==> config.mk <==
export PLATFORM = sky130hd
export DESIGN_NAME = nav_frame_sync_checksum
export DESIGN_NICKNAME = d
export VERILOG_FILES = /design/src/rtl/nfsc_pkg.sv /design/src/rtl/nav_frame_sync_checksum.sv /design/src/rtl/nfsc_ram.sv
export SDC_FILE = /design/constraint.sdc
export NUM_CORES = 1
export LEC_CHECK = 0
export BUFFER_PORTS_ARGS = -buffer_cell sky130_fd_sc_hd__buf_2
export CORE_ASPECT_RATIO = 1.25
export CORE_MARGIN = 3
export CORE_UTILIZATION = 30
export CTS_CLUSTER_SIZE = 40
export DETAILED_ROUTE_END_ITERATION = 10
export HOLD_SLACK_MARGIN = 0.03
export PLACE_DENSITY_LB_ADDON = 0.05
export SLEW_MARGIN = 20
export SYNTH_ARGS = -nofsm -noshare
export SYNTH_HDL_FRONTEND = slang
export SYNTH_SLANG_ARGS = --single-unit
==> constraint.sdc <==
create_clock -name i_clk -period 5.9 [get_ports i_clk]
set_input_delay 0.295 -clock i_clk [delete_from_list [all_inputs] [get_ports i_clk]]
set_output_delay 0.295 -clock i_clk [all_outputs]
set_load 0.03 [all_outputs]
==> src/rtl/nfsc_pkg.sv <==
`timescale 1ns / 1ps
package nfsc_pkg;

    localparam int FRAME_BYTES_DEF = 60;
    localparam int BYTE_W          = 8;
    localparam int WORD_W          = 16;
    localparam int KIND_W          = 2;
    localparam int WIDX_W          = 5;

    localparam logic [BYTE_W-1:0] SYNC_RESET = 8'h3a;

    typedef enum logic [KIND_W-1:0] {
        KIND_WORD    = 2'd0,
        KIND_BAD_HDR = 2'd1,
        KIND_BAD_SUM = 2'd2
    } t_kind;

    typedef enum logic [3:0] {
        ST_IDLE,
        ST_SCAN,
        ST_JUDGE,
        ST_STATUS,
        ST_SLIDE,
        ST_RD_LO,
        ST_RD_HI,
        ST_WORD
    } t_state;

endpackage

==> src/rtl/nav_frame_sync_checksum.sv <==
`timescale 1ns / 1ps
// nav_frame_sync_checksum: byte-serial frame synchronizer and checksum checker
// input channel: i_in_valid / o_in_ready carry one i_rx_byte per beat
// output channel: o_out_valid / i_out_ready carry one result per beat
// config: i_cfg_we writes i_cfg_data into the sync value; the user must write it
// only while the block is idle, which the block itself does not enforce
// a byte that does not complete the frame store is taken; the byte that fills it
// starts a scan over the single read port of the store, then the frame is judged
// good frame: FRAME_BYTES/2 word beats, each from two store reads and the output
// load, then the block is idle again
// bad frame: one status beat, then a slide of the kept bytes to the front of the
// store at one byte per cycle, from the first sync byte after byte 0
// o_in_ready is high only while the sequencer is idle
// one output register holds a result; a stalled receiver holds the sequencer at
// its next load, while bytes that only fill the store are still taken
// reset empties the store, clears the output and sets the sync value to 0x3a
module nav_frame_sync_checksum #(
    parameter int FRAME_BYTES = nfsc_pkg::FRAME_BYTES_DEF
) (
    input  logic                        i_clk,
    input  logic                        i_rst_n,
    input  logic                        i_cfg_we,
    input  logic [nfsc_pkg::BYTE_W-1:0] i_cfg_data,
    input  logic                        i_in_valid,
    output logic                        o_in_ready,
    input  logic [nfsc_pkg::BYTE_W-1:0] i_rx_byte,
    output logic                        o_out_valid,
    input  logic                        i_out_ready,
    output logic [nfsc_pkg::KIND_W-1:0] o_kind,
    output logic [nfsc_pkg::WORD_W-1:0] o_frame_word,
    output logic [nfsc_pkg::WIDX_W-1:0] o_word_index,
    output logic                        o_last,
    output logic [nfsc_pkg::WORD_W-1:0] o_received_sum,
    output logic [nfsc_pkg::WORD_W-1:0] o_computed_sum
);

    import nfsc_pkg::*;

    localparam int AW = $clog2(FRAME_BYTES);
    localparam int CW = $clog2(FRAME_BYTES + 1);
    localparam int NW = FRAME_BYTES / 2;

    t_state r_state, n_state;

    logic [BYTE_W-1:0] r_sync_value;
    logic [CW-1:0]     r_fill, n_fill;
    logic [CW-1:0]     r_cnt, n_cnt;
    logic              r_wr_pend, n_wr_pend;
    logic [AW-1:0]     r_wr_addr, n_wr_addr;
    logic              r_b0_ok, n_b0_ok;
    logic              r_hdr_ok, n_hdr_ok;
    logic              r_found, n_found;
    logic [CW-1:0]     r_pos, n_pos;
    logic [BYTE_W-1:0] r_lo, n_lo;
    logic [WORD_W-1:0] r_csum, n_csum;
    logic [WORD_W-1:0] r_rsum, n_rsum;

    logic              r_out_valid, n_out_valid;
    logic [KIND_W-1:0] r_kind, n_kind;
    logic [WORD_W-1:0] r_word, n_word;
    logic [WIDX_W-1:0] r_widx, n_widx;
    logic              r_last, n_last;
    logic [WORD_W-1:0] r_orsum, n_orsum;
    logic [WORD_W-1:0] r_ocsum, n_ocsum;

    logic              ram_we;
    logic [AW-1:0]     ram_waddr;
    logic [BYTE_W-1:0] ram_wdata;
    logic              ram_re;
    logic [AW-1:0]     ram_raddr;
    logic [BYTE_W-1:0] rd_data;

    logic              in_acc;
    logic              out_free;
    logic [CW-1:0]     scan_pos;
    logic [CW-1:0]     w_lo_addr;
    logic [CW-1:0]     w_hi_addr;
    logic              word_last;

    assign o_in_ready = (r_state == ST_IDLE);
    assign in_acc     = i_in_valid && o_in_ready;
    assign out_free   = !r_out_valid || i_out_ready;
    assign scan_pos   = r_cnt - CW'(1);
    assign w_lo_addr  = r_cnt << 1;
    assign w_hi_addr  = w_lo_addr + CW'(1);
    assign word_last  = (r_cnt == CW'(NW - 1));

    nfsc_ram #(
        .WIDTH (BYTE_W),
        .DEPTH (FRAME_BYTES)
    ) u_store (
        .i_clk   (i_clk),
        .i_we    (ram_we),
        .i_waddr (ram_waddr),
        .i_wdata (ram_wdata),
        .i_re    (ram_re),
        .i_raddr (ram_raddr),
        .o_rdata (rd_data)
    );

    always_comb begin
        n_state = r_state;
        unique case (r_state)
            ST_IDLE: begin
                if (in_acc && r_fill == CW'(FRAME_BYTES - 1)) n_state = ST_SCAN;
            end
            ST_SCAN: begin
                if (r_cnt == CW'(FRAME_BYTES)) n_state = ST_JUDGE;
            end
            ST_JUDGE: begin
                if (r_hdr_ok && r_rsum == r_csum) n_state = ST_RD_LO;
                else n_state = ST_STATUS;
            end
            ST_STATUS: begin
                if (out_free) n_state = ST_SLIDE;
            end
            ST_SLIDE: begin
                if (r_cnt == CW'(FRAME_BYTES)) n_state = ST_IDLE;
            end
            ST_RD_LO: n_state = ST_RD_HI;
            ST_RD_HI: n_state = ST_WORD;
            ST_WORD: begin
                if (out_free) n_state = word_last ? ST_IDLE : ST_RD_LO;
            end
            default: n_state = ST_IDLE;
        endcase
    end

    always_comb begin
        n_fill      = r_fill;
        n_cnt       = r_cnt;
        n_wr_pend   = r_wr_pend;
        n_wr_addr   = r_wr_addr;
        n_b0_ok     = r_b0_ok;
        n_hdr_ok    = r_hdr_ok;
        n_found     = r_found;
        n_pos       = r_pos;
        n_lo        = r_lo;
        n_csum      = r_csum;
        n_rsum      = r_rsum;
        n_out_valid = r_out_valid && !i_out_ready;
        n_kind      = r_kind;
        n_word      = r_word;
        n_widx      = r_widx;
        n_last      = r_last;
        n_orsum     = r_orsum;
        n_ocsum     = r_ocsum;
        ram_we      = 1'b0;
        ram_waddr   = r_fill[AW-1:0];
        ram_wdata   = i_rx_byte;
        ram_re      = 1'b0;
        ram_raddr   = r_cnt[AW-1:0];
        unique case (r_state)
            ST_IDLE: begin
                if (in_acc) begin
                    ram_we  = 1'b1;
                    n_fill  = r_fill + CW'(1);
                    n_cnt   = '0;
                    n_csum  = '0;
                    n_found = 1'b0;
                    n_pos   = CW'(FRAME_BYTES);
                end
            end
            ST_SCAN: begin
                if (r_cnt != CW'(FRAME_BYTES)) begin
                    ram_re = 1'b1;
                    n_cnt  = r_cnt + CW'(1);
                end
                if (r_cnt != '0) begin
                    if (scan_pos == CW'(0)) n_b0_ok = (rd_data == r_sync_value);
                    if (scan_pos == CW'(1)) n_hdr_ok = r_b0_ok && (rd_data == '0);
                    if (!scan_pos[0]) begin
                        n_lo = rd_data;
                    end else if (scan_pos >= CW'(3) && scan_pos < CW'(FRAME_BYTES - 2)) begin
                        n_csum = r_csum + {rd_data, r_lo};
                    end
                    if (scan_pos == CW'(FRAME_BYTES - 2)) n_rsum[7:0] = rd_data;
                    if (scan_pos == CW'(FRAME_BYTES - 1)) n_rsum[15:8] = rd_data;
                    if (scan_pos != CW'(0) && !r_found && rd_data == r_sync_value) begin
                        n_found = 1'b1;
                        n_pos   = scan_pos;
                    end
                end
            end
            ST_JUDGE: begin
                n_cnt = '0;
            end
            ST_STATUS: begin
                if (out_free) begin
                    n_out_valid = 1'b1;
                    n_kind      = r_hdr_ok ? KIND_BAD_SUM : KIND_BAD_HDR;
                    n_word      = '0;
                    n_widx      = '0;
                    n_last      = 1'b1;
                    n_orsum     = r_rsum;
                    n_ocsum     = r_csum;
                    n_cnt       = r_pos;
                    n_wr_addr   = '0;
                    n_wr_pend   = 1'b0;
                    n_fill      = CW'(FRAME_BYTES) - r_pos;
                end
            end
            ST_SLIDE: begin
                if (r_cnt != CW'(FRAME_BYTES)) begin
                    ram_re    = 1'b1;
                    n_cnt     = r_cnt + CW'(1);
                    n_wr_pend = 1'b1;
                end else begin
                    n_wr_pend = 1'b0;
                end
                if (r_wr_pend) begin
                    ram_we    = 1'b1;
                    ram_waddr = r_wr_addr;
                    ram_wdata = rd_data;
                    n_wr_addr = r_wr_addr + AW'(1);
                end
            end
            ST_RD_LO: begin
                ram_re    = 1'b1;
                ram_raddr = w_lo_addr[AW-1:0];
            end
            ST_RD_HI: begin
                ram_re    = 1'b1;
                ram_raddr = w_hi_addr[AW-1:0];
                n_lo      = rd_data;
            end
            ST_WORD: begin
                if (out_free) begin
                    n_out_valid = 1'b1;
                    n_kind      = KIND_WORD;
                    n_word      = {rd_data, r_lo};
                    n_widx      = WIDX_W'(r_cnt);
                    n_last      = word_last;
                    n_orsum     = r_rsum;
                    n_ocsum     = r_csum;
                    n_cnt       = r_cnt + CW'(1);
                    if (word_last) n_fill = '0;
                end
            end
            default: begin
                n_cnt = '0;
            end
        endcase
    end

    always_ff @(posedge i_clk) begin
        if (!i_rst_n) begin
            r_state      <= ST_IDLE;
            r_sync_value <= SYNC_RESET;
            r_fill       <= '0;
            r_cnt        <= '0;
            r_wr_pend    <= 1'b0;
            r_out_valid  <= 1'b0;
        end else begin
            r_state      <= n_state;
            if (i_cfg_we) r_sync_value <= i_cfg_data;
            r_fill       <= n_fill;
            r_cnt        <= n_cnt;
            r_wr_pend    <= n_wr_pend;
            r_out_valid  <= n_out_valid;
        end
    end

    always_ff @(posedge i_clk) begin
        r_wr_addr <= n_wr_addr;
        r_b0_ok   <= n_b0_ok;
        r_hdr_ok  <= n_hdr_ok;
        r_found   <= n_found;
        r_pos     <= n_pos;
        r_lo      <= n_lo;
        r_csum    <= n_csum;
        r_rsum    <= n_rsum;
        r_kind    <= n_kind;
        r_word    <= n_word;
        r_widx    <= n_widx;
        r_last    <= n_last;
        r_orsum   <= n_orsum;
        r_ocsum   <= n_ocsum;
    end

    assign o_out_valid    = r_out_valid;
    assign o_kind         = r_kind;
    assign o_frame_word   = r_word;
    assign o_word_index   = r_widx;
    assign o_last         = r_last;
    assign o_received_sum = r_orsum;
    assign o_computed_sum = r_ocsum;

endmodule

==> src/rtl/nfsc_ram.sv <==
`timescale 1ns / 1ps
module nfsc_ram #(
    parameter int WIDTH = 8,
    parameter int DEPTH = 64
) (
    input  logic                     i_clk,
    input  logic                     i_we,
    input  logic [$clog2(DEPTH)-1:0] i_waddr,
    input  logic [WIDTH-1:0]         i_wdata,
    input  logic                     i_re,
    input  logic [$clog2(DEPTH)-1:0] i_raddr,
    output logic [WIDTH-1:0]         o_rdata
);

    logic [WIDTH-1:0] r_mem [DEPTH];
    logic [WIDTH-1:0] r_rdata;

    always_ff @(posedge i_clk) begin
        if (i_we) begin
            r_mem[i_waddr] <= i_wdata;
        end
        if (i_re) begin
            r_rdata <= r_mem[i_raddr];
        end
    end

    assign o_rdata = r_rdata;

endmodule

==> results.sh, run 1 <==
export IMPL_totalWireLength_um=106000
export IMPL_netlist_area_leader_share=0.589
export IMPL_drive_gt1_frac=0.114
export IMPL_rsz0062_at_grt="false"
export IMPL_grt_usage=0.196
export IMPL_arrival_ns=4.40
export IMPL_min_path_type="primary input to register"
export IMPL_worstMarginPinSlew_ns=1.17
export IMPL_nets=2447
export IMPL_timing_rr_end="u_store.r_mem[4][2]"
export IMPL_via_count=21600
export IMPL_wire_per_inst_um=28.0
export IMPL_finalSetupViolations=0
export IMPL_fin_hold_ws_ns=0.104
export IMPL_cts_resized=0
export IMPL_first_pass_iters=5
export IMPL_synth_common_cells="edfxtp_1 (599), mux2i_1 (317), o22ai_1 (250)"
export IMPL_vdd_drop_max_mv=0.192
export IMPL_path_depth=6
export IMPL_period_needed_ns=4.16
export IMPL_netlist_top_cell_by_area="edfxtp_1"
export IMPL_first_iter_violations=1642
export IMPL_finalHoldViolations=0
export IMPL_ys_seq_area_frac=0.605
export IMPL_slew_headroom=0.219
export IMPL_final_cells=3780
export IMPL_synthesis_nets=2436
export IMPL_critPathKind="register to register"
export IMPL_grt_pass1_vias=21500
export IMPL_synth_area_top_cells="edfxtp_1 (59%), mux2i_1 (10%), o22ai_1 (5.1%)"
export IMPL_synthesis_area_um2=30600
export IMPL_path_max_fanout=24
export IMPL_worstSkewPairLatency_ns=0.63
export IMPL_cts_sink_count=624
export IMPL_maxCapViolations=0
export IMPL_synth_seq_cells=624
export IMPL_cpLargestDelayFamily="simple AND/OR/NAND/NOR gates"
export IMPL_worstSetupStartpointType="register"
export IMPL_fill_cells=9845
export IMPL_grt_max_degree=113
export IMPL_cts_buffer_depth=3
export IMPL_cts_clk_slew_worst_paths_ns=0.07
export IMPL_route_detailed_drc=0
export IMPL_place_hpwl_um=64200
export IMPL_grt_pass1_wl_um=153000
export IMPL_synthArstFlopShare=0
export IMPL_setup_tns_ns=0
export IMPL_post_route_period_util=0.705
export IMPL_die_h_um=363
export IMPL_power_leakage_nw=11.0
export IMPL_gp_congestion=0.772
export IMPL_antenna_found_initial=2
export IMPL_ys_types=66
export IMPL_crit_slowest_cell="nor2_1"
export IMPL_die_w_um=291
export IMPL_r2r_slack_ns=1.74
export IMPL_whs_endpoint="r_sync_value[6]"
export IMPL_die_area_um2=106000
export IMPL_ios=79
export IMPL_diodes=0
export IMPL_numCtsBuffers=74
export IMPL_avgViaCountPerCell=5.70
export IMPL_syn_inst=2391
export IMPL_core_area_um2=101000
export IMPL_start_util=0.303
export IMPL_path_cells="buf_4, nor2_2, and3_1, mux2i_1, nand3_1, nor2_1"
export IMPL_syn2layout_area_growth_pct=14.4
export IMPL_synth_flop_cell="edfxtp_1"
export IMPL_r2r_start="r_state[0]"
export IMPL_placementRows=130
export IMPL_end_kind="register"
export IMPL_cp_slowest_stage_delay_ns=0.84
export IMPL_synth_warnings=0
export IMPL_path_buf_inv=1
export IMPL_grt_overflow_total=0
export IMPL_fin_worst_skew_ns=0.0283
export IMPL_place_inst=3632
export IMPL_required_ns=6.15
export IMPL_run_status="finished, final reports clean"
export IMPL_hold_path_depth=3
export IMPL_drv_slew=0
export IMPL_final_cell_area_um2=35000
export IMPL_hp_start="i_cfg_we"
export IMPL_ff2ff_path_depth=6
export IMPL_cts_root_buffer="clkbuf_16"
export IMPL_cts_tree="yes"
export IMPL_post_route_util=0.347
export IMPL_yosysMostFrequentCell="edfxtp_1"
export IMPL_io_buffer_count=78
export IMPL_max_freq_ghz=0.241
export IMPL_synth_edf_count=599
export IMPL_placed_area_um2=32300
export IMPL_htree_levels=3
export IMPL_drt_antenna_violating_nets=0
export IMPL_power_density_nw_per_um2=290
export IMPL_synth_avg_cell_area_um2=12.8
[cell usage in the layout, fill, tap and decap left out, drive strengths merged, types with 25 or more instances in the layout]
cell	count
dfxtp	25
a211oi	38
edfxtp	599
nand3	34
o21ai	46
a32oi	169
o22ai	250
nor3	30
clkinv	31
mux2i	317
a21oi	44
xnor2	33
and3	29
nor2	153
buf	141
a32o	67
clkbuf	91
nand2	127
o211ai	33
[layout make-up]
cell class	instances	area [µm²]	share of cell area
Sequential cell	624	18500	0.529
Multi-Input combinational cell	1526	11100	0.318
Clock buffer	91	2020	0.0578
Tap cell	1320	1650	0.0472
Timing Repair Buffer	155	1120	0.0319
Clock inverter	43	467	0.0133
Inverter	21	78.8	0.00225
[cells by family after synthesis]
group,Yosys count,share of synthesized area
xor gates and xnor gates,45,0.0129
buffers and inverters,241,0.0336
muxes,318,0.104
AOI/OAI and AO/OA,705,0.170
and+or+nand+nor,434,0.0648
DFF,624,0.605
adders and majority gates,24,0.0101
[registers in the layout, indices dropped and copies added (netlist names), 2 cells and up]
register	count
r_state	3
r_csum	16
o_kind	2
r_lo	8
r_rsum	16
u_store.r_mem	480
o_computed_sum	16
r_sync_value	8
r_fill	6
r_cnt	6
o_word_index	5
u_store.o_rdata	8
o_received_sum	16
r_pos	6
r_wr_addr	6
o_frame_word	16
[tightest hold or removal path, delay by kind of cell]
family	cells	cell delay (ns)
buffers and inverters	1	0.18
multiplexers	1	0.14
AND/OR/NAND/NOR	1	0.07
[routing by layer]
| metal | track usage | share of wire | vias to the layer above |
|---|---|---|---|
| li1 | - | - | 9743 |
| met1 | 0.252 | 0.43 | 11100 |
| met2 | 0.341 | 0.50 | 575 |
| met3 | 0.0282 | 0.044 | 124 |
| met4 | 0.0575 | 0.027 | 0 |
| met5 | 0 | 0 | - |
[how the worst max path moves through the flow]
stage	endpoint	slack, ns	start
6_report	u_store.r_mem[4][2]	1.74	r_state[0]
5_1_grt	u_store.r_mem[4][3]	1.41	r_state[2]
4_1_cts	u_store.r_mem[44][0]	1.72	r_state[2]
3_5_place_dp	u_store.r_mem[28][6]	1.75	r_state[2]
3_3_place_gp	u_store.o_rdata[5]	1.85	r_state[2]
2_1_floorplan	o_computed_sum[0]	2.99	r_state[1]
[timing repair]
| action | in CTS | in global routing |
|---|---|---|
| hold endpoints to repair | 11 | 0 |
| buffers inserted | 0 | 0 |
| hold buffers | 14 | 0 |
[through the flow]
| step | setup slack [ns] | power, mW |
|---|---|---|
| after CTS | 1.72 | 10.3 |
| after global placement | 1.85 | 5.46 |
| after global routing | 1.41 | 10.5 |
| after floorplan | 2.99 | 5.27 |
| after detailed placement | 1.75 | 5.46 |
| final | 1.74 | 10.1 |
[report_power, final]
| part | total, mW | internal [mW] | switching (mW) |
|---|---|---|---|
| combinational | 0.480 | 0.162 | 0.318 |
| sequential | 4.89 | 4.87 | 0.0212 |
| clock | 4.77 | 2.87 | 1.90 |
No activity file was read; power rests on OpenSTA's default activity.
==> run 2, diff against run 1 <==
clock period = 4.3 ns   (was 5.9 ns; I/O delays follow)
==> results.sh, run 2 (synthesis results as in run 1) <==
export IMPL_run_status="finished, final reports clean"
export IMPL_worstMarginPinSlew_ns=1.09
export IMPL_drive_gt1_frac=0.142
export IMPL_rsz0062_at_grt="false"
export IMPL_p_switching_mw=2.97
export IMPL_syn2layout_area_growth_pct=16.5
export IMPL_via_count=22000
export IMPL_placementRows=130
export IMPL_grt_max_degree=122
export IMPL_cts_sink_count=624
export IMPL_final_common_cell="edfxtp_1"
export IMPL_power_density_nw_per_um2=376
export IMPL_pwr_share_clk=0.448
export IMPL_setup_tns_ns=0
export IMPL_gp_congestion=0.792
export IMPL_largest_reg_flops=480
export IMPL_regMostFlops="u_store.r_mem"
export IMPL_ios=79
export IMPL_grt_pass1_wl_um=155000
export IMPL_first_iter_violations=1926
export IMPL_slew_headroom=0.271
export IMPL_p_seq_frac=0.501
export IMPL_post_route_period_util=0.860
export IMPL_numCtsBuffers=72
export IMPL_timing_rr_end="u_store.o_rdata[5]"
export IMPL_r2r_slack_ns=0.60
export IMPL_max_freq_ghz=0.270
export IMPL_arrival_ns=4.05
export IMPL_post_cts_setup_buffer_count=0
export IMPL_fill_cells=9874
export IMPL_swShare=0.222
export IMPL_ff2ff_path_depth=10
export IMPL_die_h_um=363
export IMPL_grt_pass1_vias=22200
export IMPL_p_int_mw=10.4
export IMPL_first_pass_iters=8
export IMPL_start_util=0.303
export IMPL_cts_buffer_depth=3
export IMPL_layout_common_cells="edfxtp_1 (599), mux2i_1 (317), o22ai_1 (250)"
export IMPL_wire_per_inst_um=27.5
export IMPL_maxCapViolations=0
export IMPL_cts_root_buffer="clkbuf_16"
export IMPL_min_path_type="primary input to register"
export IMPL_finalHoldViolations=0
export IMPL_die_w_um=291
export IMPL_drv_slew=0
export IMPL_r2r_start="r_state[0]"
export IMPL_drt_antenna_violating_nets=0
export IMPL_die_area_um2=106000
export IMPL_fin_worst_skew_ns=0.0210
export IMPL_vdd_drop_max_mv=0.261
export IMPL_final_cell_area_um2=35600
export IMPL_worstSetupStartpointType="register"
export IMPL_route_detailed_drc=0
export IMPL_grt_overflow_total=0
export IMPL_place_hpwl_um=67200
export IMPL_avgViaCountPerCell=5.68
export IMPL_grt_usage=0.197
export IMPL_critPathKind="register to register"
export IMPL_end_kind="register"
export IMPL_nets=2543
export IMPL_placed_area_um2=33100
export IMPL_whs_endpoint="r_fill[2]"
export IMPL_io_buffer_count=78
export IMPL_worstSkewPairLatency_ns=0.63
export IMPL_required_ns=4.65
export IMPL_cts_tree="yes"
export IMPL_power_frac_comb=0.051
export IMPL_antenna_found_initial=2
export IMPL_hp_start="i_in_valid"
export IMPL_totalWireLength_um=106000
export IMPL_power_leakage_nw=11.4
export IMPL_hold_path_depth=5
export IMPL_period_needed_ns=3.70
export IMPL_finalSetupViolations=0
export IMPL_core_area_um2=101000
export IMPL_diodes=0
export IMPL_path_max_fanout=22
export IMPL_cts_clk_slew_worst_paths_ns=0.07
export IMPL_htree_levels=3
[run 2: how the worst max path moves through the flow]
stage | startpoint | endpoint | slack [ns] | cells past startpoint
global placement | r_state[0] | u_store.o_rdata[5] | 0.64 | 10
floorplan | r_state[1] | o_computed_sum[0] | 1.39 | 5
finish | r_state[0] | u_store.o_rdata[5] | 0.60 | 10
detailed placement | r_state[0] | u_store.o_rdata[7] | 0.68 | 10
CTS | r_state[0] | u_store.o_rdata[7] | 0.67 | 10
global route | r_state[0] | u_store.o_rdata[7] | 0.31 | 10
[run 2: repair_timing]
action                                 in CTS  in global routing
endpoints found under the hold margin      12                  0
hold buffers                               22                  0
gates resized for setup                     0                  0
[run 2: power groups by stage]
stage	clock network, mW	logic (mW)	registers (mW)
after CTS	6.19	0.691	6.71
after global placement	0	0.666	6.84
final	6.00	0.683	6.71
after floorplan	0	0.402	6.82
after global routing	6.42	0.733	6.71
after detailed placement	0	0.669	6.84
[run 2: area by class of cell]
| type | instances | area (µm²) | area share |
|---|---|---|---|
| Tap cell | 1320 | 1650 | 0.0464 |
| Timing Repair Buffer | 253 | 1980 | 0.0557 |
| Clock inverter | 36 | 312 | 0.00875 |
| Sequential cell | 624 | 18500 | 0.520 |
| Inverter | 21 | 78.8 | 0.00221 |
| Clock buffer | 91 | 1940 | 0.0544 |
| Multi-Input combinational cell | 1526 | 11100 | 0.313 |
[run 2: stage by stage]
stage / hold WS, ns / instances / utilization / worst slack (ns) / power [mW]
floorplan: 0.344 / 2391 / - / 1.39 / 7.22
global placement: 0.437 / 3722 / 0.328 / 0.638 / 7.50
detailed placement: 0.439 / 3722 / 0.328 / 0.683 / 7.50
CTS: 0.198 / 3871 / 0.353 / 0.671 / 13.6
global route: 0.246 / 3871 / 0.353 / 0.313 / 13.9
finish: 0.251 / 3871 / 0.353 / 0.600 / 13.4
[run 2: worst max-delay path, cell delays in order (launching register included)]
cell and delay, ns:
dfxtp_1 0.60, buf_4 0.29, nor2b_1 0.11, nand3_4 0.38, buf_4 0.26, buf_4 0.30
a32oi_1 0.19, o21ai_0 0.21, a21oi_1 0.06, o41ai_1 0.83, o2111ai_1 0.16
[run 2: per-layer routing]
| layer | GRT usage | up-vias | routed length [µm] |
|---|---|---|---|
| met4 | 0.0591 | 0 | 2740 |
| met2 | 0.352 | 551 | 54300 |
| met5 | 0 | - | 0 |
| li1 | - | 9950 | - |
| met3 | 0.0234 | 138 | 4050 |
| met1 | 0.248 | 11400 | 45300 |
